--- config.mk ---
export PLATFORM = sky130hd
export DESIGN_NAME = isin_check_digit
export DESIGN_NICKNAME = d
export VERILOG_FILES = /design/src/hw/rtl/icd_pkg.sv /design/src/hw/rtl/isin_check_digit.sv
export SDC_FILE = /design/constraint.sdc
export NUM_CORES = 1
export LEC_CHECK = 0
export ABC_CLOCK_PERIOD_IN_PS = 8900
export BUFFER_PORTS_ARGS = -buffer_cell sky130_fd_sc_hd__buf_2
export CAP_MARGIN = 30
export CORE_ASPECT_RATIO = 1.25
export CORE_MARGIN = 4
export CORE_UTILIZATION = 35
export DETAILED_ROUTE_END_ITERATION = 8
export PLACE_DENSITY = 0.54
export REMOVE_ABC_BUFFERS = 1
export SYNTH_ARGS = -nofsm -noshare
export SYNTH_HDL_FRONTEND = slang
export SYNTH_SLANG_ARGS = --single-unit
--- constraint.sdc ---
create_clock -name clock -period 8.9 [get_ports clock]
set_clock_uncertainty 0.2 [all_clocks]
set_input_delay 1.78 -clock clock [delete_from_list [all_inputs] [get_ports clock]]
set_output_delay 1.78 -clock clock [all_outputs]
set_load 0.01 [all_outputs]
--- src/hw/rtl/icd_pkg.sv ---
package icd_pkg;

   // number of identifier characters that feed the check digit
   localparam int unsigned NumChars = 11;

   // ascii codes used for classification
   localparam logic [7:0] AsciiZero  = 8'h30;
   localparam logic [7:0] AsciiNine  = 8'h39;
   localparam logic [7:0] AsciiUpA   = 8'h41;
   localparam logic [7:0] AsciiUpZ   = 8'h5A;

   // letters expand to the values 10 .. 35
   localparam logic [5:0] LetterBase = 6'd10;

   // per-character terms, each already reduced mod 10
   typedef struct packed {
      logic [3:0] term_dbl;   // term when the rightmost digit of the char is doubled
      logic [3:0] term_pln;   // term when it is not
      logic       flip;       // char expands to one digit, so the weight toggles
      logic       bad;        // not an uppercase letter or a decimal digit
   } char_term_type;

   // digit sum of a doubled decimal digit
   function automatic logic [3:0] dbl_digit_sum(input logic [3:0] d);
      logic [4:0] two_d;
      two_d = {d, 1'b0};
      if (two_d >= 5'd10) begin
         dbl_digit_sum = 4'(two_d - 5'd9);
      end else begin
         dbl_digit_sum = two_d[3:0];
      end
   endfunction

   // reduce a value below 20 modulo 10
   function automatic logic [3:0] mod10_small(input logic [4:0] v);
      if (v >= 5'd10) begin
         mod10_small = 4'(v - 5'd10);
      end else begin
         mod10_small = v[3:0];
      end
   endfunction

   // classify one ascii byte and give both possible luhn terms
   function automatic char_term_type char_term(input logic [7:0] ch);
      char_term_type t;
      logic [5:0]    val;
      logic [3:0]    lo;
      logic [1:0]    hi;
      t   = '{term_dbl: 4'd0, term_pln: 4'd0, flip: 1'b0, bad: 1'b0};
      val = '0;
      lo  = '0;
      hi  = '0;
      if (ch >= AsciiZero && ch <= AsciiNine) begin
         lo         = 4'(ch - AsciiZero);
         t.term_dbl = dbl_digit_sum(lo);
         t.term_pln = lo;
         t.flip     = 1'b1;
      end else if (ch >= AsciiUpA && ch <= AsciiUpZ) begin
         val = 6'(ch - AsciiUpA) + LetterBase;
         // split into tens and units by compare
         if (val >= 6'd30) begin
            hi = 2'd3;
            lo = 4'(val - 6'd30);
         end else if (val >= 6'd20) begin
            hi = 2'd2;
            lo = 4'(val - 6'd20);
         end else begin
            hi = 2'd1;
            lo = 4'(val - 6'd10);
         end
         // low digit takes the current weight, high digit the other one
         t.term_dbl = mod10_small(5'(dbl_digit_sum(lo)) + 5'(hi));
         t.term_pln = mod10_small(5'(lo) + 5'({hi, 1'b0}));
      end else begin
         t.bad = 1'b1;
      end
      char_term = t;
   endfunction

   // remainder mod 10 of a sum of eleven terms (at most 99)
   function automatic logic [3:0] mod10_sum(input logic [6:0] s);
      logic [3:0] tens;
      tens = '0;
      for (int k = 1; k <= 9; k++) begin
         if (s >= 7'(10 * k)) begin
            tens = 4'(k);
         end
      end
      mod10_sum = 4'(s - 7'(10 * tens));
   endfunction

endpackage

--- src/hw/rtl/isin_check_digit.sv ---
// isin check digit generator
//
// req channel: one beat carries the eleven ascii bytes of an identifier
// prefix (req_symbol_0 is the first country letter, req_symbol_10 the
// rightmost character). rsp channel: one beat per request with the check
// digit and an invalid flag; invalid is set, and the digit forced to 0,
// when any byte is not an uppercase letter or a decimal digit.
//
// a request passes through registered stages to the response: stage one
// classifies each byte and forms its two possible luhn terms, stage two
// resolves the doubling pattern and forms three partial sums, stage
// three adds them, reduces mod 10 and holds the response beat. one beat
// per cycle while rsp_ready is high; every stage carries its own valid bit.
//
// when rsp_ready is low the stages fill up one by one, and req_ready falls
// only once all three hold a beat; nothing is dropped or repeated.
// reset (synchronous, active high) clears the valid bits and so discards
// any beats in flight.
module isin_check_digit (
   input  logic       clock,
   input  logic       reset,
   input  logic       req_valid,
   output logic       req_ready,
   input  logic [7:0] req_symbol_0,
   input  logic [7:0] req_symbol_1,
   input  logic [7:0] req_symbol_2,
   input  logic [7:0] req_symbol_3,
   input  logic [7:0] req_symbol_4,
   input  logic [7:0] req_symbol_5,
   input  logic [7:0] req_symbol_6,
   input  logic [7:0] req_symbol_7,
   input  logic [7:0] req_symbol_8,
   input  logic [7:0] req_symbol_9,
   input  logic [7:0] req_symbol_10,
   output logic       rsp_valid,
   input  logic       rsp_ready,
   output logic [3:0] rsp_check_digit,
   output logic       rsp_invalid
);

   localparam int unsigned NChars = icd_pkg::NumChars;

   logic [7:0] symbols [NChars];

   // stage one: per-character terms
   logic                  s1_valid_ff, s1_valid_in;
   icd_pkg::char_term_type s1_term_ff [NChars];
   // stage two: partial sums
   logic                  s2_valid_ff, s2_valid_in;
   logic [5:0]            s2_sum_a_ff, s2_sum_b_ff, s2_sum_c_ff;
   logic [5:0]            s2_sum_a_in, s2_sum_b_in, s2_sum_c_in;
   logic                  s2_bad_ff, s2_bad_in;
   // stage three: response register
   logic                  s3_valid_ff, s3_valid_in;
   logic [3:0]            s3_digit_ff, s3_digit_in;
   logic                  s3_bad_ff;

   logic                  s1_ready, s2_ready, s3_ready;
   logic [NChars-1:0]     dbl_sel;
   logic [3:0]            sel_term [NChars];
   logic [6:0]            total;
   logic [3:0]            rem;

   assign symbols[0]  = req_symbol_0;
   assign symbols[1]  = req_symbol_1;
   assign symbols[2]  = req_symbol_2;
   assign symbols[3]  = req_symbol_3;
   assign symbols[4]  = req_symbol_4;
   assign symbols[5]  = req_symbol_5;
   assign symbols[6]  = req_symbol_6;
   assign symbols[7]  = req_symbol_7;
   assign symbols[8]  = req_symbol_8;
   assign symbols[9]  = req_symbol_9;
   assign symbols[10] = req_symbol_10;

   // stall chain: a stage advances when it is empty or its successor moves
   assign s3_ready  = !s3_valid_ff || rsp_ready;
   assign s2_ready  = !s2_valid_ff || s3_ready;
   assign s1_ready  = !s1_valid_ff || s2_ready;
   assign req_ready = s1_ready;

   assign s1_valid_in = s1_ready ? req_valid : s1_valid_ff;
   assign s2_valid_in = s2_ready ? s1_valid_ff : s2_valid_ff;
   assign s3_valid_in = s3_ready ? s2_valid_ff : s3_valid_ff;

   always_ff @(posedge clock) begin
      if (reset) begin
         s1_valid_ff <= 1'b0;
         s2_valid_ff <= 1'b0;
         s3_valid_ff <= 1'b0;
      end else begin
         s1_valid_ff <= s1_valid_in;
         s2_valid_ff <= s2_valid_in;
         s3_valid_ff <= s3_valid_in;
      end
   end

   // stage one payload: classify each byte
   always_ff @(posedge clock) begin
      if (s1_ready) begin
         for (int i = 0; i < NChars; i++) begin
            s1_term_ff[i] <= icd_pkg::char_term(symbols[i]);
         end
      end
   end

   // doubling pattern: the rightmost digit is doubled, each single-digit
   // char to the right toggles the weight, letters and bad bytes keep it
   always_comb begin
      dbl_sel[NChars-1] = 1'b1;
      for (int i = NChars - 2; i >= 0; i--) begin
         dbl_sel[i] = dbl_sel[i+1] ^ s1_term_ff[i+1].flip;
      end
   end

   // pick the term per char and form three partial sums
   always_comb begin
      s2_bad_in   = 1'b0;
      s2_sum_a_in = '0;
      s2_sum_b_in = '0;
      s2_sum_c_in = '0;
      for (int i = 0; i < NChars; i++) begin
         sel_term[i] = dbl_sel[i] ? s1_term_ff[i].term_dbl : s1_term_ff[i].term_pln;
         s2_bad_in   = s2_bad_in | s1_term_ff[i].bad;
      end
      for (int i = 0; i < 4; i++) begin
         s2_sum_a_in = s2_sum_a_in + 6'(sel_term[i]);
         s2_sum_b_in = s2_sum_b_in + 6'(sel_term[i+4]);
      end
      for (int i = 8; i < NChars; i++) begin
         s2_sum_c_in = s2_sum_c_in + 6'(sel_term[i]);
      end
   end

   always_ff @(posedge clock) begin
      if (s2_ready) begin
         s2_sum_a_ff <= s2_sum_a_in;
         s2_sum_b_ff <= s2_sum_b_in;
         s2_sum_c_ff <= s2_sum_c_in;
         s2_bad_ff   <= s2_bad_in;
      end
   end

   // final sum, reduction mod 10 and check digit
   assign total = 7'(s2_sum_a_ff) + 7'(s2_sum_b_ff) + 7'(s2_sum_c_ff);
   assign rem   = icd_pkg::mod10_sum(total);

   always_comb begin
      if (s2_bad_ff || rem == 4'd0) begin
         s3_digit_in = 4'd0;
      end else begin
         s3_digit_in = 4'd10 - rem;
      end
   end

   always_ff @(posedge clock) begin
      if (s3_ready) begin
         s3_digit_ff <= s3_digit_in;
         s3_bad_ff   <= s2_bad_ff;
      end
   end

   assign rsp_valid       = s3_valid_ff;
   assign rsp_check_digit = s3_digit_ff;
   assign rsp_invalid     = s3_bad_ff;

   // an invalid beat never carries a non-zero digit
   assert property (@(posedge clock) disable iff (reset)
      (rsp_valid && rsp_invalid) |-> (rsp_check_digit == 4'd0))
      else $error("invalid response with non-zero check digit");

   // the check digit is always a decimal digit
   assert property (@(posedge clock) disable iff (reset)
      rsp_valid |-> (rsp_check_digit <= 4'd9))
      else $error("check digit out of range");

   // requests are refused only when every stage holds a beat
   assert property (@(posedge clock) disable iff (reset)
      !req_ready |-> (s1_valid_ff && s2_valid_ff && s3_valid_ff))
      else $error("request stalled with an empty stage");

   // with no backpressure an accepted beat passes stage one, two and three to the output
   assert property (@(posedge clock) disable iff (reset)
      ($past(req_valid && req_ready, 3) && !$past(reset, 3) && !$past(reset, 2)
       && !$past(reset, 1) && $past(rsp_ready, 2) && $past(rsp_ready, 1))
      |-> rsp_valid)
      else $error("response beat missing after unstalled latency");

endmodule

==> impl_metrics.yaml <==
worst_setup_path:
  critical_path_buf_inv_count: 3
  r2r.worst_path.cells: 14
  critPathSlowestCell: "sky130_fd_sc_hd__a2111oi_0"
  cp_top_family: "adder cells"
  path_max_fanout: 13
  cp_common_cell: "sky130_fd_sc_hd__ha_1"
  timing.critical_path.depth: 22
  critPathArrivalTime_ps: 7380
  critical_path.max_stage_delay_ps: 650
  crit_chain: "buf_2 > inv_1 > ha_1 > inv_1 > ha_1 > o211ai_1 > and2_1 > nor3_1 > xnor2_1 > ha_1 > nor2b_1 > a2111oi_0 > or2_2 > xnor2_1 > fa_1 > xnor2_1 > ha_1 > nor2_1 > and3_1 > o31ai_1 > nand3_1 > a221o_1"
  timing_worst_setup_path_type: "input pin to flip-flop"
  startpoint_type: "input pin"
  required_arrival_time_at_the_worst_endpoint_ps: 8870
  timing.critical_path.to_type: "flip-flop"
sta:
  unrepaired_setup_endpoints_after_global_routing: "false"
  final.setup.tns_ps: 0
  timing.final.crit_share_pct: 83.2
  worst_hold_slack_ps: 267
  slew_viol_final: 0
  finalHoldViolations: 0
  timing.final.setup_violations: 0
  max_freq_mhz: 135
  max_slew_margin_pct: 39.1
  layout_min_cycle_time_ps: 7410
  worst-slew-pin-transition_ps: 911
die:
  die_h_um: 252
  row_count: 89
  coreArea_sq_mm: 0.0472
  initial_core_utilization_pct: 35.4
  design.portCount: 99
  die_w_um: 203
  die_area_sq_mm: 0.0513
clock_tree:
  clk_root_buffer_cell: "sky130_fd_sc_hd__clkbuf_16"
  cts_resized: 0
  tritoncts: "done"
  htree_levels: 4
  cts_hold_buf: 0
  cts_max_path_buffers: 2
  cts_made_buffers: 17
  post-cts-setup-buffers: 0
  clkSinkCount: 132
  clock_insertion_delay_worst_skew_ps: 420
  clk_pin_slew_ps: 60
hold_path:
  worst_hold_path.num_cells: 2
  worstHoldPathType: "flip-flop to flip-flop"
yosys:
  synth_top_family_by_area: "adder cells"
  ys_seq_elements: 132
  synth-compound-area-share_pct: 20.4
  synthesis.yosys.warnings: 0
  synth.area.top_cells: "sky130_fd_sc_hd__edfxtp_1 (23%), sky130_fd_sc_hd__ha_1 (15%), sky130_fd_sc_hd__fa_1 (5.8%)"
  post_synth_xor_area_fraction_pct: 9.56
  prevailing_post_synth_register_cell: "sky130_fd_sc_hd__edfxtp_1"
  synth.area.mux_share_pct: 4.04
  synthesized_instance_count: 1873
  async_flop_share_pct: 0
  synth.lib_cells_used.distinct: 78
  synthDominantAreaCellType: "sky130_fd_sc_hd__edfxtp_1"
  average_cell_area_after_synthesis_sq_um: 8.92
  synth-edff-count: 129
  synth_top_area_share_pct: 23.2
  synth_simple_gate_area_share_pct: 16.3
  synth_fa_ha_area_share_pct: 21.2
  synth_area_sq_mm: 0.0167
  seq_area_frac_synth_pct: 23.5
grt:
  grt_start_max_net_pins: 67
  grt.total_usage_pct: 14.8
  global_route_wire_length_before_repair_um: 65500
  grt_antenna_before_repair: 0
  grt_pass1_vias: 13766
  gr-total-overflow: 0
placed_design:
  dpl_wire_length_um: 31100
  numPortBuffers: 98
  gp_congestion: 0.871
drt:
  drt_iter0_drc: 705
  post-route-drc-count: 0
  avgRoutedWirePerCell_um: 14.8
  drtAntennaViolNets: 0
  wire_length_reported_by_the_detailed_router_um: 38600
  via_count: 13888
  detail_route.first_pass.iterations: 5
  detail_route.vias_per_cell: 5.33
power_and_ir_drop:
  ir_drop_uv: 182
  power_per_cell_area_mw_per_mm2: 215
  total_leakage_power_nw: 8.00
finish:
  drive_gt1_share_pct: 10.2
  finalNetCount: 2303
  layout.core_utilization_pct: 39.2
  antenna_cells_inserted: 0
  area.growth.synth_to_final_pct: 10.8
  nFillCells: 4817
outcome:
  outcome: "finished, final reports clean"
job:
  timing.max_cap.violations: 0
cells in the mapped netlist, types with 10 or more instances:
cell type,count
sky130_fd_sc_hd__nand2_1,146
sky130_fd_sc_hd__or2_2,10
sky130_fd_sc_hd__a21o_1,22
sky130_fd_sc_hd__xor2_1,47
sky130_fd_sc_hd__nand3_1,27
sky130_fd_sc_hd__inv_1,174
sky130_fd_sc_hd__and3_1,14
sky130_fd_sc_hd__xnor2_1,109
sky130_fd_sc_hd__fa_1,48
sky130_fd_sc_hd__a21oi_1,119
sky130_fd_sc_hd__nor4b_1,11
sky130_fd_sc_hd__nor4_1,26
sky130_fd_sc_hd__o22ai_1,33
sky130_fd_sc_hd__and2_1,20
sky130_fd_sc_hd__mux2_2,27
sky130_fd_sc_hd__a22o_1,11
sky130_fd_sc_hd__nor2b_1,17
sky130_fd_sc_hd__a2111oi_0,18
sky130_fd_sc_hd__clkbuf_1,37
sky130_fd_sc_hd__nor3_1,48
sky130_fd_sc_hd__o21ai_0,106
sky130_fd_sc_hd__mux2i_1,37
sky130_fd_sc_hd__or3_1,20
sky130_fd_sc_hd__o21bai_1,12
sky130_fd_sc_hd__ha_1,205
sky130_fd_sc_hd__a21boi_0,16
sky130_fd_sc_hd__o21a_1,16
sky130_fd_sc_hd__a211oi_1,16
sky130_fd_sc_hd__o211ai_1,20
sky130_fd_sc_hd__nand4_1,11
sky130_fd_sc_hd__nor2_1,93
sky130_fd_sc_hd__nand2b_1,34
sky130_fd_sc_hd__a31oi_1,12
sky130_fd_sc_hd__nor3b_1,16
sky130_fd_sc_hd__edfxtp_1,129
tightest hold or removal path: stages, from the launching register on:
cell                      delay (ps)
sky130_fd_sc_hd__dfxtp_1         320
sky130_fd_sc_hd__nor2_1           40
sky130_fd_sc_hd__nor2_1           60
registers in the layout (all words and copies together), names as in the netlist:
register	cells
s2_sum_b_ff	6
s2_sum_c_ff	6
s2_bad_ff	1
rsp_valid	1
rsp_check_digit	4
s2_valid_ff	1
s1_term_ff	105
s2_sum_a_ff	6
s1_valid_ff	1
rsp_invalid	1
cells by family after synthesis:
| kind of cell | count (synthesis) |
|---|---|
| DFF | 132 |
| and+or+nand+nor | 527 |
| muxes | 64 |
| adders and majority gates | 254 |
| AOI/OAI and AO/OA | 513 |
| xor gates and xnor gates | 165 |
| buffers and inverters | 218 |
layout make-up:
class                      count  area (sq um)  share of cell area [%]
multi-input combinational   1523         12000                    64.7
sequential                   132          3930                    21.2
tap                          637           797                    4.30
inverter                     174           653                    3.53
timing repair buffer         110           578                    3.12
clock buffer                  20           437                    2.36
clock inverter                12           145                   0.784
layer usage:
layer	vias up	part of all wire (%)	routed length [um]	GRT usage (%)
met4	0	0.85	329	2.60
met5	-	0	0	0
met3	29	2.5	963	1.94
met2	201	50	19300	26.8
met1	6619	47	18000	19.2
li1	7039	-	-	-
layout by cell type (no fill, tap or decap), drive strengths merged, types with 16 or more instances in the layout:
cell     netlist  final
nor2b         17     17
xor2          52     52
buf            7    110
a2111oi       18     18
mux2i         37     37
fa            48     48
a21oi        119    119
o22ai         33     33
nor2          93     93
inv          174    179
mux2          27     27
o21ai        114    114
a211oi        16     16
nand2b        34     34
and2          20     20
nor4          26     26
nand2        146    146
clkbuf        37     20
ha           205    205
o21a          16     16
o211ai        20     20
a21boi        17     17
nand3         27     27
or3           20     20
edfxtp       129    129
nor3          48     48
nor3b         16     16
a21o          22     22
xnor2        112    112
metrics by stage:
stage | power (mW) | instance area (sq um) | instances | worst slack, ps
5_1_grt | 4.37 | 18500 | 2608 | 824
3_5_place_dp | 3.27 | 17900 | 2575 | 1050
2_1_floorplan | 2.75 | 16500 | 1829 | 2090
6_report | 3.97 | 18500 | 2608 | 1490
3_3_place_gp | 3.21 | 17900 | 2575 | 1350
4_1_cts | 4.00 | 18500 | 2607 | 1520
worst paths after layout:
path / from / endpoint / slack [ps]
setup / recovery: req_symbol_3[0] / s1_term_ff[3][8]$_DFFE_PP_ / 1490
hold / removal: s2_valid_ff$_SDFFE_PP0P_ / rsp_valid$_SDFFE_PP0P_ / 270
setup reg to reg: s1_term_ff[10][1]$_DFFE_PP_ / s2_sum_a_ff[5]$_DFFE_PP_ / 3440
hold reg to reg: s2_valid_ff$_SDFFE_PP0P_ / rsp_valid$_SDFFE_PP0P_ / 270
where the power goes:
group / leakage (nW) / switching [mW] / total, mW / internal [mW]
clock: 0.277 / 0.278 / 0.697 / 0.418
sequential: 1.54 / 0.0248 / 0.792 / 0.767
combinational: 6.18 / 1.44 / 2.49 / 1.04
total: 8.00 / 1.75 / 3.97 / 2.23
Note: power is estimated with default switching activity, not from simulation.
